## src/hw/rtl/coordinate_delta_encoder_defines.svh

```systemverilog
// ----------------------------------------------------------------------------
// Coordinate delta encoder assertion macros
// Shared concurrent assertion helpers; the user module must have clk, rst_n.
// ----------------------------------------------------------------------------
`ifndef COORDINATE_DELTA_ENCODER_DEFINES_SVH
`define COORDINATE_DELTA_ENCODER_DEFINES_SVH

// Same-cycle implication, checked out of reset.
`define CDE_ASSERT_IMPL(lbl, ante, cons, msg) \
  lbl: assert property (@(posedge clk) disable iff (!rst_n) (ante) |-> (cons)) \
    else $error(msg);

// Next-cycle implication, checked out of reset.
`define CDE_ASSERT_NEXT(lbl, ante, cons, msg) \
  lbl: assert property (@(posedge clk) disable iff (!rst_n) (ante) |=> (cons)) \
    else $error(msg);

`endif

```

## src/hw/rtl/cde_pkg.sv

```systemverilog
// ----------------------------------------------------------------------------
// Coordinate delta encoder package
// Shared types, register indexes and constants.
// ----------------------------------------------------------------------------
package cde_pkg;

  localparam int COORD_W     = 48;
  localparam int FRAC_BITS   = 24;
  localparam int SCALE_W     = 31;
  localparam int DIMS_W      = 3;
  localparam int CFG_INDEX_W = 2;
  localparam int VALUE_W     = 32;
  localparam int PROD_W      = 55;   // 24-bit half times 31-bit scale
  localparam int SUM_W       = 56;

  localparam int CDE_QUEUE_DEPTH = 4;

  localparam logic [SCALE_W-1:0] SCALE_RESET = 31'd10000000;
  localparam logic [DIMS_W-1:0]  DIMS_RESET  = 3'd2;
  localparam logic [DIMS_W-1:0]  DIMS_MIN    = 3'd2;
  localparam logic [DIMS_W-1:0]  DIMS_MAX    = 3'd4;

  localparam logic [VALUE_W-1:0] EMPTY_VALUE = 32'h7FFF_FFFF;
  localparam logic [VALUE_W-1:0] DELTA_POS   = 32'h0000_7FFF;
  localparam logic [VALUE_W-1:0] DELTA_NEG   = 32'hFFFF_8001;
  localparam logic [7:0]         ESC_LO      = 8'h00;
  localparam logic [7:0]         ESC_HI      = 8'h80;
  localparam logic [SUM_W-1:0]   HALF_LSB    = 56'h80_0000;
  localparam logic [SUM_W-1:0]   POS_LIMIT   = 56'h7FFF_FFFF;
  localparam logic [SUM_W-1:0]   NEG_LIMIT   = 56'h8000_0000;

  typedef enum logic [CFG_INDEX_W-1:0] {
    REG_COORD_SCALE     = 2'd0,
    REG_DIMS_PER_VERTEX = 2'd1
  } reg_index_t;

  typedef enum logic [1:0] {
    KIND_ABS4   = 2'd0,   // absolute value, 4 bytes
    KIND_DELTA2 = 2'd1,   // short delta, 2 bytes
    KIND_ESC6   = 2'd2,   // escape code then 4-byte delta
    KIND_ERROR  = 2'd3    // scaling overflow, one error byte
  } kind_t;

  typedef struct packed {
    kind_t              kind;
    logic [VALUE_W-1:0] value;
  } entry_t;

  function automatic logic [2:0] last_index(kind_t kind);
    logic [2:0] idx;
    case (kind)
      KIND_ABS4:   idx = 3'd3;
      KIND_DELTA2: idx = 3'd1;
      KIND_ESC6:   idx = 3'd5;
      KIND_ERROR:  idx = 3'd0;
      default:     idx = 3'd0;
    endcase
    return idx;
  endfunction

endpackage

```

## src/hw/rtl/cde_front.sv

```systemverilog
// ----------------------------------------------------------------------------
// Coordinate delta encoder front end
// Scales each coordinate, classifies it against per-dimension history.
// ----------------------------------------------------------------------------
module cde_front (
  input  logic                         clk,
  input  logic                         rst_n,
  input  logic                         in_take,
  input  logic [cde_pkg::COORD_W-1:0]  coord_fixed,
  input  logic                         is_empty,
  input  logic                         starts_sequence,
  input  logic [cde_pkg::SCALE_W-1:0]  cfg_scale,
  input  logic [cde_pkg::DIMS_W-1:0]   cfg_dims,
  output logic                         push,
  output cde_pkg::entry_t              push_entry,
  output logic [1:0]                   inflight
);
  import cde_pkg::*;

  // Stage 1: sign and magnitude split.
  logic                 v1_r, neg1_r, empty1_r, start1_r;
  logic [23:0]          hi1_r, lo1_r;
  // Stage 2: partial products.
  logic                 v2_r, neg2_r, empty2_r, start2_r;
  logic [PROD_W-1:0]    phi2_r, plo2_r;
  // Stage 3: scaled value.
  logic                 v3_r, ovf3_r, start3_r;
  logic [VALUE_W-1:0]   scaled3_r;

  logic [COORD_W-1:0]   mag;
  logic [PROD_W-1:0]    phi_nxt, plo_nxt;
  logic [SUM_W-1:0]     q;
  logic                 ovf_nxt;
  logic [VALUE_W-1:0]   scaled_nxt;

  // Encoder history.
  logic [VALUE_W-1:0]   prev_r [4];
  logic [1:0]           dim_r, dim_nxt, d;
  logic                 first_r, first_nxt, first;
  logic [DIMS_W-1:0]    width;
  logic [VALUE_W-1:0]   delta;
  logic                 commit;

  assign mag     = coord_fixed[COORD_W-1] ? (COORD_W'(0) - coord_fixed) : coord_fixed;
  assign phi_nxt = hi1_r * cfg_scale;
  assign plo_nxt = lo1_r * cfg_scale;

  always_comb begin
    q = {1'b0, phi2_r} + ((SUM_W'(plo2_r) + HALF_LSB) >> FRAC_BITS);
    if (empty2_r) begin
      ovf_nxt    = 1'b0;
      scaled_nxt = EMPTY_VALUE;
    end else if (neg2_r) begin
      ovf_nxt    = q > NEG_LIMIT;
      scaled_nxt = VALUE_W'(0) - q[VALUE_W-1:0];
    end else begin
      ovf_nxt    = q > POS_LIMIT;
      scaled_nxt = q[VALUE_W-1:0];
    end
  end

  always_ff @(posedge clk) begin
    if (!rst_n) begin
      v1_r <= 1'b0;
      v2_r <= 1'b0;
      v3_r <= 1'b0;
    end else begin
      v1_r <= in_take;
      v2_r <= v1_r;
      v3_r <= v2_r;
    end
    neg1_r    <= coord_fixed[COORD_W-1];
    empty1_r  <= is_empty;
    start1_r  <= starts_sequence;
    hi1_r     <= mag[COORD_W-1:FRAC_BITS];
    lo1_r     <= mag[FRAC_BITS-1:0];
    neg2_r    <= neg1_r;
    empty2_r  <= empty1_r;
    start2_r  <= start1_r;
    phi2_r    <= phi_nxt;
    plo2_r    <= plo_nxt;
    ovf3_r    <= ovf_nxt;
    start3_r  <= start2_r;
    scaled3_r <= scaled_nxt;
  end

  // Classify the stage 3 item and update history in the same cycle.
  always_comb begin
    width = cfg_dims;
    if (cfg_dims < DIMS_MIN) width = DIMS_MIN;
    if (cfg_dims > DIMS_MAX) width = DIMS_MAX;
    d      = start3_r ? 2'd0 : dim_r;
    first  = start3_r ? 1'b1 : first_r;
    delta  = scaled3_r - prev_r[d];
    commit = v3_r && !ovf3_r;

    if (ovf3_r) begin
      push_entry.kind  = KIND_ERROR;
      push_entry.value = '0;
    end else if (first) begin
      push_entry.kind  = KIND_ABS4;
      push_entry.value = scaled3_r;
    end else if (delta <= DELTA_POS || delta >= DELTA_NEG) begin
      push_entry.kind  = KIND_DELTA2;
      push_entry.value = delta;
    end else begin
      push_entry.kind  = KIND_ESC6;
      push_entry.value = delta;
    end

    if ({1'b0, d} + 3'd1 >= width) begin
      dim_nxt   = 2'd0;
      first_nxt = 1'b0;
    end else begin
      dim_nxt   = d + 2'd1;
      first_nxt = first;
    end
  end

  always_ff @(posedge clk) begin
    if (!rst_n) begin
      dim_r   <= 2'd0;
      first_r <= 1'b1;
      for (int i = 0; i < 4; i++) prev_r[i] <= '0;
    end else if (commit) begin
      dim_r     <= dim_nxt;
      first_r   <= first_nxt;
      prev_r[d] <= scaled3_r;
    end
  end

  assign push     = v3_r;
  assign inflight = 2'({1'b0, v1_r} + {1'b0, v2_r} + {1'b0, v3_r});

endmodule

```

## src/hw/rtl/cde_fifo.sv

```systemverilog
// ----------------------------------------------------------------------------
// Coordinate delta encoder queue
// Short FIFO of classified items between front and back end.
// ----------------------------------------------------------------------------
`include "coordinate_delta_encoder_defines.svh"

module cde_fifo #(
  parameter int DEPTH = cde_pkg::CDE_QUEUE_DEPTH
) (
  input  logic                         clk,
  input  logic                         rst_n,
  input  logic                         push,
  input  cde_pkg::entry_t              push_entry,
  input  logic                         pop,
  output cde_pkg::entry_t              head,
  output logic                         not_empty,
  output logic [$clog2(DEPTH+1)-1:0]   count
);
  import cde_pkg::*;

  localparam int PTR_W = $clog2(DEPTH);
  localparam int CNT_W = $clog2(DEPTH + 1);

  entry_t             mem_r [DEPTH];
  logic [PTR_W-1:0]   wr_ptr_r, rd_ptr_r;
  logic [CNT_W-1:0]   count_r;

  always_ff @(posedge clk) begin
    if (!rst_n) begin
      wr_ptr_r <= '0;
      rd_ptr_r <= '0;
      count_r  <= '0;
    end else begin
      if (push) wr_ptr_r <= (wr_ptr_r == PTR_W'(DEPTH - 1)) ? '0 : wr_ptr_r + 1'b1;
      if (pop)  rd_ptr_r <= (rd_ptr_r == PTR_W'(DEPTH - 1)) ? '0 : rd_ptr_r + 1'b1;
      if (push && !pop) count_r <= count_r + 1'b1;
      else if (pop && !push) count_r <= count_r - 1'b1;
    end
    if (push) mem_r[wr_ptr_r] <= push_entry;
  end

  assign head      = mem_r[rd_ptr_r];
  assign not_empty = (count_r != '0);
  assign count     = count_r;

  `CDE_ASSERT_IMPL(a_no_overrun, count_r == CNT_W'(DEPTH), !push, "push into full queue")
  `CDE_ASSERT_IMPL(a_no_underrun, pop, count_r != '0, "pop from empty queue")
  `CDE_ASSERT_NEXT(a_count_up, push && !pop, count_r == $past(count_r) + 1'b1,
                   "count did not follow push")

endmodule

```

## src/hw/rtl/cde_back.sv

```systemverilog
// ----------------------------------------------------------------------------
// Coordinate delta encoder back end
// Serializes each classified item into bytes behind an output register.
// ----------------------------------------------------------------------------
`include "coordinate_delta_encoder_defines.svh"

module cde_back (
  input  logic             clk,
  input  logic             rst_n,
  input  cde_pkg::entry_t  head,
  input  logic             not_empty,
  output logic             pop,
  output logic             out_tvalid,
  input  logic             out_tready,
  output logic [7:0]       out_tdata,
  output logic             out_tlast,
  output logic             out_tuser
);
  import cde_pkg::*;

  logic               busy_r, busy_nxt;
  kind_t              kind_r, kind_nxt;
  logic [VALUE_W-1:0] val_r, val_nxt;
  logic [2:0]         idx_r, idx_nxt;
  logic               valid_r, valid_nxt;
  logic [7:0]         byte_r, byte_nxt;
  logic               last_r, last_nxt;
  logic               err_r, err_nxt;

  logic               slot_free, emit, at_last;
  logic [7:0]         sel_byte;
  logic [2:0]         val_idx;

  always_comb begin
    val_idx = (kind_r == KIND_ESC6) ? idx_r - 3'd2 : idx_r;
    case (val_idx[1:0])
      2'd0:    sel_byte = val_r[7:0];
      2'd1:    sel_byte = val_r[15:8];
      2'd2:    sel_byte = val_r[23:16];
      2'd3:    sel_byte = val_r[31:24];
      default: sel_byte = val_r[7:0];
    endcase
    if (kind_r == KIND_ESC6 && idx_r == 3'd0) sel_byte = ESC_LO;
    if (kind_r == KIND_ESC6 && idx_r == 3'd1) sel_byte = ESC_HI;
    if (kind_r == KIND_ERROR) sel_byte = 8'h00;

    slot_free = !valid_r || out_tready;
    emit      = slot_free && busy_r;
    at_last   = (idx_r == last_index(kind_r));
    pop       = not_empty && (!busy_r || (emit && at_last));

    busy_nxt = busy_r;
    kind_nxt = kind_r;
    val_nxt  = val_r;
    idx_nxt  = idx_r;
    if (emit) idx_nxt = idx_r + 3'd1;
    if (emit && at_last) busy_nxt = 1'b0;
    if (pop) begin
      busy_nxt = 1'b1;
      kind_nxt = head.kind;
      val_nxt  = head.value;
      idx_nxt  = 3'd0;
    end

    valid_nxt = valid_r;
    byte_nxt  = byte_r;
    last_nxt  = last_r;
    err_nxt   = err_r;
    if (slot_free) begin
      valid_nxt = busy_r;
      byte_nxt  = sel_byte;
      last_nxt  = at_last;
      err_nxt   = (kind_r == KIND_ERROR);
    end
  end

  always_ff @(posedge clk) begin
    if (!rst_n) begin
      busy_r  <= 1'b0;
      valid_r <= 1'b0;
    end else begin
      busy_r  <= busy_nxt;
      valid_r <= valid_nxt;
    end
    kind_r <= kind_nxt;
    val_r  <= val_nxt;
    idx_r  <= idx_nxt;
    byte_r <= byte_nxt;
    last_r <= last_nxt;
    err_r  <= err_nxt;
  end

  assign out_tvalid = valid_r;
  assign out_tdata  = byte_r;
  assign out_tlast  = last_r;
  assign out_tuser  = err_r;

  `CDE_ASSERT_IMPL(a_err_single, valid_r && err_r, last_r && byte_r == 8'h00,
                   "error result must be a single zero byte")
  `CDE_ASSERT_IMPL(a_idx_range, busy_r, idx_r <= last_index(kind_r),
                   "byte index past end of item")

endmodule

```

## src/hw/rtl/coordinate_delta_encoder.sv

```systemverilog
// ----------------------------------------------------------------------------
// Coordinate delta encoder
// Scales fixed-point coordinates to int32 and emits delta-coded bytes.
// ----------------------------------------------------------------------------
// Usage:
//   in_*  : one coordinate per transfer. in_tdata = coord_fixed (signed,
//           24 fraction bits); in_tuser = {starts_sequence, is_empty}.
//   out_* : one encoded byte per transfer, least significant first.
//           out_tlast marks the final byte of a coordinate, out_tuser flags
//           an int32 overflow (single zero byte, no history update).
//   cfg_* : register writes (index 0 coord_scale, 1 dims_per_vertex),
//           always accepted; write only while the block is idle.
// Path: with the queue empty, an input transfer reaches out_tvalid through
//   three scaling stages, the queue, the byte loader and the output register.
// Output: 2, 4 or 6 bytes per coordinate (1 for an overflow) on the byte-wide
//   output channel; the next coordinate is loaded as the last byte of the
//   previous one enters the output register. At most four coordinates sit
//   between the scaling stages and the queue.
// Reset clears history (all dimensions 0, first vertex pending) and
//   reloads scale 10000000 and 2 dimensions. When the receiver stalls,
//   the output byte holds and in_tready drops once four coordinates are
//   held in the scaling stages and the queue together.
module coordinate_delta_encoder #(
  parameter int QUEUE_DEPTH = cde_pkg::CDE_QUEUE_DEPTH
) (
  input  logic                             clk,
  input  logic                             rst_n,
  // Input channel
  input  logic                             in_tvalid,
  output logic                             in_tready,
  input  logic [cde_pkg::COORD_W-1:0]      in_tdata,   // [47:0] coord_fixed
  input  logic [1:0]                       in_tuser,   // [0] is_empty, [1] starts_sequence
  // Result channel
  output logic                             out_tvalid,
  input  logic                             out_tready,
  output logic [7:0]                       out_tdata,  // [7:0] out_byte
  output logic                             out_tlast,  // last_byte
  output logic                             out_tuser,  // [0] overflow_error
  // Configuration channel
  input  logic                             cfg_valid,
  output logic                             cfg_ready,
  input  logic [cde_pkg::CFG_INDEX_W-1:0]  cfg_index,
  input  logic [cde_pkg::SCALE_W-1:0]      cfg_data
);
  import cde_pkg::*;

  localparam int CNT_W = $clog2(QUEUE_DEPTH + 1);

  logic [SCALE_W-1:0] scale_r;
  logic [DIMS_W-1:0]  dims_r;

  logic               in_take;
  logic               push, pop, not_empty;
  entry_t             push_entry, head;
  logic [1:0]         inflight;
  logic [CNT_W-1:0]   count;
  logic [CNT_W:0]     used;

  // Configuration registers; unknown indexes are dropped.
  assign cfg_ready = 1'b1;

  always_ff @(posedge clk) begin
    if (!rst_n) begin
      scale_r <= SCALE_RESET;
      dims_r  <= DIMS_RESET;
    end else if (cfg_valid) begin
      case (cfg_index)
        REG_COORD_SCALE:     scale_r <= cfg_data;
        REG_DIMS_PER_VERTEX: dims_r  <= cfg_data[DIMS_W-1:0];
        default: ;
      endcase
    end
  end

  // Credit check: every accepted item must find a queue slot when it leaves the
  // scaling stages, so count items still in the scaling pipeline against the queue.
  assign used      = {1'b0, count} + (CNT_W + 1)'(inflight);
  assign in_tready = used < (CNT_W + 1)'(QUEUE_DEPTH);
  assign in_take   = in_tvalid && in_tready;

  cde_front u_front (
    .clk             (clk),
    .rst_n           (rst_n),
    .in_take         (in_take),
    .coord_fixed     (in_tdata),
    .is_empty        (in_tuser[0]),
    .starts_sequence (in_tuser[1]),
    .cfg_scale       (scale_r),
    .cfg_dims        (dims_r),
    .push            (push),
    .push_entry      (push_entry),
    .inflight        (inflight)
  );

  cde_fifo #(
    .DEPTH (QUEUE_DEPTH)
  ) u_fifo (
    .clk        (clk),
    .rst_n      (rst_n),
    .push       (push),
    .push_entry (push_entry),
    .pop        (pop),
    .head       (head),
    .not_empty  (not_empty),
    .count      (count)
  );

  cde_back u_back (
    .clk        (clk),
    .rst_n      (rst_n),
    .head       (head),
    .not_empty  (not_empty),
    .pop        (pop),
    .out_tvalid (out_tvalid),
    .out_tready (out_tready),
    .out_tdata  (out_tdata),
    .out_tlast  (out_tlast),
    .out_tuser  (out_tuser)
  );

endmodule

```

## config.mk

```make
export PLATFORM = sky130hd
export DESIGN_NAME = coordinate_delta_encoder
export DESIGN_NICKNAME = d
export VERILOG_FILES = /design/src/hw/rtl/cde_pkg.sv /design/src/hw/rtl/cde_front.sv /design/src/hw/rtl/cde_fifo.sv /design/src/hw/rtl/cde_back.sv /design/src/hw/rtl/coordinate_delta_encoder.sv
export VERILOG_INCLUDE_DIRS = /design/src /design/src/hw/rtl
export SDC_FILE = /design/constraint.sdc
export NUM_CORES = 2
export LEC_CHECK = 0
export ABC_CLOCK_PERIOD_IN_PS = 9100
export BUFFER_PORTS_ARGS = -buffer_cell sky130_fd_sc_hd__buf_4
export CAP_MARGIN = 15
export CORE_MARGIN = 3
export CORE_UTILIZATION = 66
export DETAILED_ROUTE_END_ITERATION = 10
export PLACE_DENSITY_LB_ADDON = 0.1
export SYNTH_ARGS = -nofsm -noshare
export SYNTH_HDL_FRONTEND = slang
export SYNTH_SLANG_ARGS = --single-unit
export TNS_END_PERCENT = 100
```

## constraint.sdc

```tcl
create_clock -name clk -period 9.1 [get_ports clk]
set_clock_uncertainty 0.1 [all_clocks]
set_input_delay 1.82 -clock clk [delete_from_list [all_inputs] [get_ports clk]]
set_output_delay 1.82 -clock clk [all_outputs]
set_load 0.02 [all_outputs]
```

# Word-level counts from Yosys, hierarchy flattened

Memories as Yosys holds them, arrays and structs flattened. A register that Yosys moved wholly into a read port is not among the register bits.
Cells that the tools add are included.
W data, S select, Z words.

Muxes and demuxes: 32
Add/subtract/negate cells: 16
Multipliers: 2
Equality and inequality tests: 11
Reduce and logical (&&, ||, !) cells: 28
Order comparisons: 8

Operators with widths:

| cell                     | number |
|---|---|
| $mul A24 B31 Y55         | 2 |
| $mux W34                 | 3 |
| $mux W32                 | 2 |
| $add A55 B24 Y56 const B | 1 |
| $add A55 B32 Y56         | 1 |
| $gt A56 B31 Y1 const B   | 1 |
| $gt A56 B32 Y1 const B   | 1 |
| $sub A1 B48 Y48 const A  | 1 |
| $mux W47                 | 1 |
| $ge A32 B32 Y1 const B   | 1 |
| $le A32 B15 Y1 const B   | 1 |
| $pmux W8 S4              | 1 |
| $reduce_or A32 Y1        | 1 |
| $sub A1 B32 Y32 const A  | 1 |
| $sub A32 B32 Y32         | 1 |
| $mux W8                  | 2 |
| $eq A2 B2 Y1 const B     | 6 |
| $mux W1                  | 12 |
| $mux W2                  | 6 |
| $mux W3                  | 4 |
| $pmux W3 S4              | 1 |
| $logic_and A1 B1 Y1      | 9 |
| $add A2 B1 Y2 const B    | 3 |
| $add A3 B1 Y3 const B    | 2 |
| 21 further kinds         | 33 |

Bits in writable memories: 264
Logic and storage cells: 130
Bits of input ports: 88
Memories kept: 2
Flip-flop bits (word level): 260

Memories:

| memory         | depth | bits a word | read ports | clocked after Yosys merged registers in | write ports | line            | source |
|---|---|---|---|---|---|---|---|
| u_fifo.mem_r   | 4     | 34          | 1          | 1                                       | 1           | cde_fifo.sv:24  | `entry_t mem_r [DEPTH];` |
| u_front.prev_r | 4     | 32          | 1          | 0                                       | 4           | cde_front.sv:37 | `logic [VALUE_W-1:0] prev_r [4];` |

# Longest topological paths before layout

Depth after elaboration: 9
Depth in mapped cells: 29
Mapped depth without buffers: 27

# Hierarchy

Synthesis repeated with hierarchy kept, for this count alone.

Cells, all modules: 7,537
Area, all modules: 72,448.2 sq um

Modules (own cells, without submodules):

| module                   | sequential area each (sq um) | cells an instance | area each (sq um) | instances |
|---|---|---|---|---|
| cde_front                | 7,467.2                      | 7,054             | 63,582.2          | 1 |
| cde_fifo                 | 4,264.1                      | 221               | 5,406.4           | 1 |
| cde_back                 | 1,421.4                      | 109               | 1,993.2           | 1 |
| coordinate_delta_encoder | 680.7                        | 153               | 1,466.4           | 1 |

# Least setup slack after synthesis

Ideal clock, no wire load.

Kind: reg-to-reg
Start point: register scale_r[15]
End point: register u_front.phi2_r[47]
Arrival time: 7,240 ps
Slack: 1,688 ps
Required time: 8,928 ps
Cell stages (with the launch flop): 28
Library setup time: 72 ps
Cells stage by stage: dfxtp_1 -> clkbuf_1 -> clkbuf_1 -> nand2_1 -> fa_1 -> inv_1 -> fa_1 -> inv_1 -> fa_1 -> fa_1 -> inv_1 -> fa_1 -> fa_1 -> inv_1 -> fa_1 -> inv_1 -> ha_1 -> o21ai_0 -> a21oi_1 -> o21ai_0 -> a22oi_1 -> nand2_1 -> o31a_1 -> o41a_1 -> o31ai_1 -> a31oi_1 -> o21ai_0 -> xor2_1

Word-level cells in the longest chain between the ends: 1

RTL lines:

| what                    | line                           | source |
|---|---|---|
| start, declared         | coordinate_delta_encoder.sv:49 | `logic [SCALE_W-1:0] scale_r;` |
| start signal, assigned  | coordinate_delta_encoder.sv:68 | `REG_COORD_SCALE: scale_r <= cfg_data;` |
| $mul A24 B31 Y55        | cde_front.sv:45                | `assign phi_nxt = hi1_r * cfg_scale;` |
| via u_front.phi_nxt[47] | cde_front.sv:31                | `logic [PROD_W-1:0] phi_nxt, plo_nxt;` |
| end signal, assigned    | cde_front.sv:80                | `phi2_r <= phi_nxt;` |
| end, declared           | cde_front.sv:25                | `logic [PROD_W-1:0] phi2_r, plo2_r;` |

The timed path passes the listed nets, and every way through them passes these cells.
A chain may end at the register's enable or synchronous reset.

# Worst setup path after layout

Start point: register u_front.lo1_r[7]
End point: register u_front.plo2_r[53]

Word-level cells in the longest chain between the ends: 1

RTL lines:

| what                    | line            | source |
|---|---|---|
| start, declared         | cde_front.sv:22 | `logic [23:0] hi1_r, lo1_r;` |
| start signal, assigned  | cde_front.sv:76 | `lo1_r <= mag[FRAC_BITS-1:0];` |
| $mul A24 B31 Y55        | cde_front.sv:46 | `assign plo_nxt = lo1_r * cfg_scale;` |
| via u_front.plo_nxt[53] | cde_front.sv:31 |  |
| end signal, assigned    | cde_front.sv:81 | `plo2_r <= plo_nxt;` |
| end, declared           | cde_front.sv:25 |  |

The timed path passes the listed nets, and every way through them passes these cells.

==> impl_metrics.csv <==
group,metric,value,unit
grt,antenna_found_initial,2,
drt,wire_per_inst,21.41,microns
synthesis,yosys_register_bits,535,
finish,drive_gt1_frac,0.06615,
synthesis,synthXorXnorAreaFrac,0.02965,
worst_hold_path,hold_class,"register to register",
cts,clockBufferDepth,3,
sta,fin_crit_sh,0.9055,
floorplanning,die_area,113200,sq um
worst_hold_path,hold_path_startpoint,"u_front.start1_r",
synthesis,synth_cells,7539,
drt,drc_errors,0,
drt,routed_wl,190300,microns
setup_path,crit_fanout,31,
synthesis,synth_edf_count,308,
worst_hold_path,hold_depth,0,
placed_design,dpl.hpwl,147600,microns
synthesis,synth_top_family_by_area,"adder cells",
grt,grt_pass1_wl,307300,microns
synthesis,synth_compound_area_frac,0.06304,
sta,period_needed,8.240,ns
setup_path,r2r-start,"u_front.lo1_r[7]",
cts,cts_root_buffer,"clkbuf_16",
drt,via_per_inst,5.856,
synthesis,ys_warn_count,0,
sta,maxSlewHeadroom,0.2042,
synthesis,synth_area_leader_cell,"fa_1",
synthesis,ys_seq_area_frac,0.1913,
sta,worst_pin_slew,1.192,ns
cts,clk_pin_slew,0.06,ns
worst_hold_path,hold_end,"u_front.start2_r",
floorplanning,num_io_pins,101,
placed_design,place_congestion,0.9637,
floorplanning,die-height,336.5,microns
synthesis,synth_fa_ha_area_frac,0.4303,
floorplanning,start_util,0.6696,
sta,fmax,121.4,MHz
setup_path,cp.arrival,8.72,ns
placed_design,port_buffers,99,
setup_path,reg2regPathDepth,23,
sta,hold_viol,0,
drt,detail-route-antenna-nets,0,
cts,clock_sinks,535,
sta,grt_setup_unrepaired,"no",
finish,syn_to_final_growth,5.950,%
floorplanning,fp.dieW,336.5,microns
finish,final_nets,9236,
floorplanning,num_rows,120,
synthesis,synth-simple-area-share,0.1699,
cts,cts_hold_buf,0,
setup_path,critPathRequiredTime,9.58,ns
outcome,status,"finished, final reports clean",
synthesis,syn_area_per_cell,9.562,sq um
setup_path,r2r_end,"u_front.plo2_r[53]",
drt,firstDrtPassIters,6,
sta,maxSlewViolCount,0,
cts,cts_setup_buffers,0,
sta,finalSetupViolCount,0,
setup_path,crit_type,"register to register",
cts,htreeDepth,2,
drt,vias,52042,
grt,grt_overflow_total,0,
grt,grt_max_degree,60,
cts,cts_buffers,57,
grt,first_global_vias,56066,
synthesis,synthArstFlopShare,0,
synthesis,ys_types,84,
synthesis,yosys-top-cells-area,"fa_1 (35%), edfxtp_1 (13%), ha_1 (7.6%)",
drt,first_iter_violations,3804,
setup_path,cp-end-kind,"register",
cts,insertion_delay,0.69,ns
synthesis,syn_area,72090,sq um
synthesis,synth_mux_area_frac,0.01996,
floorplanning,core,107700,sq um
cts,cts_tree,"built",
setup_path,rrSetupSlack,0.86,ns
sta,finalSetupTns,0,ns
grt,grt_util_all_layers,0.3509,
job,drv_cap,0,
setup_path,start_kind,"register",
cts,post_cts_resize_count,0,
synthesis,yosysTopAreaCellShare,0.3541,
synthesis,synth_nets,9341,
synthesis,ys.flop_type,"edfxtp_1",
[flip-flops by register name (all words and copies together) (netlist names), 2 cells and up]
signal             flops
u_back.out_tdata       8
u_front.phi2_r        55
u_back.kind_r          2
u_front.plo2_r        32
u_front.dim_r          2
u_front.lo1_r         24
u_fifo.wr_ptr_r        2
u_front.scaled3_r     32
u_fifo.rd_ptr_r        2
u_front.prev_r       128
u_fifo.mem_r         136
scale_r               31
u_front.hi1_r         24
u_fifo.count           3
u_back.val_r          32
dims_r                 3
u_back.idx_r           3
[cells in the final DEF (no fill, tap or decap), drive strengths merged, types with 30 or more instances in the layout]
master  instances
inv          1430
fa           1275
nand2        1031
and2          864
ha            439
edfxtp        308
buf           248
dfxtp         227
xnor2         174
a21oi         169
o21ai         140
nor2          122
a21o          107
nand3          87
clkbuf         75
xor2           70
and3           56
nor3           49
nand4          45
nand2b         45
mux4           42
a21boi         36
a31oi          35
mux2           34
o21a           30
[cell families after synthesis]
family | after synthesis
other cells | 1
buf+inv | 1839
compound gates | 691
flops | 535
xor+xnor | 244
fa+ha+maj | 1714
mux | 87
simple gates | 2428
[layer usage]
metal / vias to the layer above / routed length (microns) / GRT usage
met5: - / 0 / 0
li1: 23003 / - / -
met1: 26336 / 74250 / 0.4587
met3: 497 / 16600 / 0.06984
met4: 0 / 9942 / 0.1572
met2: 2206 / 89480 / 0.5727
[cells in the mapped netlist (10+ instances only)]
cell / n
o31ai_1: 26
nor2b_1: 28
mux2i_1: 11
xnor2_1: 174
o21ai_0: 132
a211o_1: 10
edfxtp_1: 308
or2_2: 23
nor3_1: 48
a211oi_1: 19
nand2b_1: 45
and3_1: 56
a21o_1: 107
o21a_1: 30
a31oi_1: 35
or4_1: 13
dfxtp_1: 227
mux2_2: 34
nor4_1: 14
nand4_1: 45
or3_1: 15
a21boi_0: 36
xor2_1: 70
fa_1: 1275
a21oi_1: 169
nor2_1: 122
nand2_1: 1031
inv_1: 1424
ha_1: 439
and2_1: 864
mux4_2: 42
o21bai_1: 21
clkbuf_1: 402
nand3_1: 87
[stage by stage]
stage,std cells,hold WS (ns),area (sq um),util,worst slack (ns)
3_3_place_gp,8777,0.2098,74350,0.6906,1.181
4_1_cts,8885,0.2292,76360,0.7093,0.9376
5_1_grt,8886,0.2362,76370,0.7094,0.2963
2_1_floorplan,7539,0.2096,72090,-,1.688
3_5_place_dp,8777,0.2121,74350,0.6906,0.9878
6_report,8887,0.2269,76380,0.7095,0.8597
[cell type report]
type,instances,area [sq um]
antenna,1,2.502
clock buffer,75,1565
clock inverter,33,444.2
fill,8223,31280
inverter,1427,5356
multi-input combinational,5165,51420
sequential,535,13820
tap,1403,1755
timing repair buffer,248,2007
[worst max-delay path: stages, from the launching register on]
cell and delay [ns]:
dfxtp_1 1.11, and2_1 0.27, fa_1 0.45, fa_1 0.54
inv_1 0.06, fa_1 0.58, fa_1 0.44, fa_1 0.49
inv_1 0.05, fa_1 0.51, fa_1 0.49, ha_1 0.34
nand4_1 0.10, a21oi_1 0.18, and4_1 0.22, a221o_1 0.26
a31oi_1 0.11, buf_4 0.18, o21ai_0 0.51, nand2_1 0.10
o21ai_0 0.44, a221oi_1 0.23, o21bai_1 0.22, xor2_1 0.16
[worst max path at each step]
stage,start,cells past startpoint,end
floorplan,scale_r[15],27,u_front.phi2_r[47]
detailed placement,u_front.lo1_r[7],25,u_front.plo2_r[53]
CTS,u_front.lo1_r[7],25,u_front.plo2_r[53]
global route,u_front.lo1_r[7],25,u_front.plo2_r[53]
global placement,u_front.lo1_r[7],25,u_front.plo2_r[40]
finish,u_front.lo1_r[7],23,u_front.plo2_r[53]
Power is left out: the tool's default activity adds up to more than one toggle a clock period on the data nets, which glitch-free logic cannot reach.
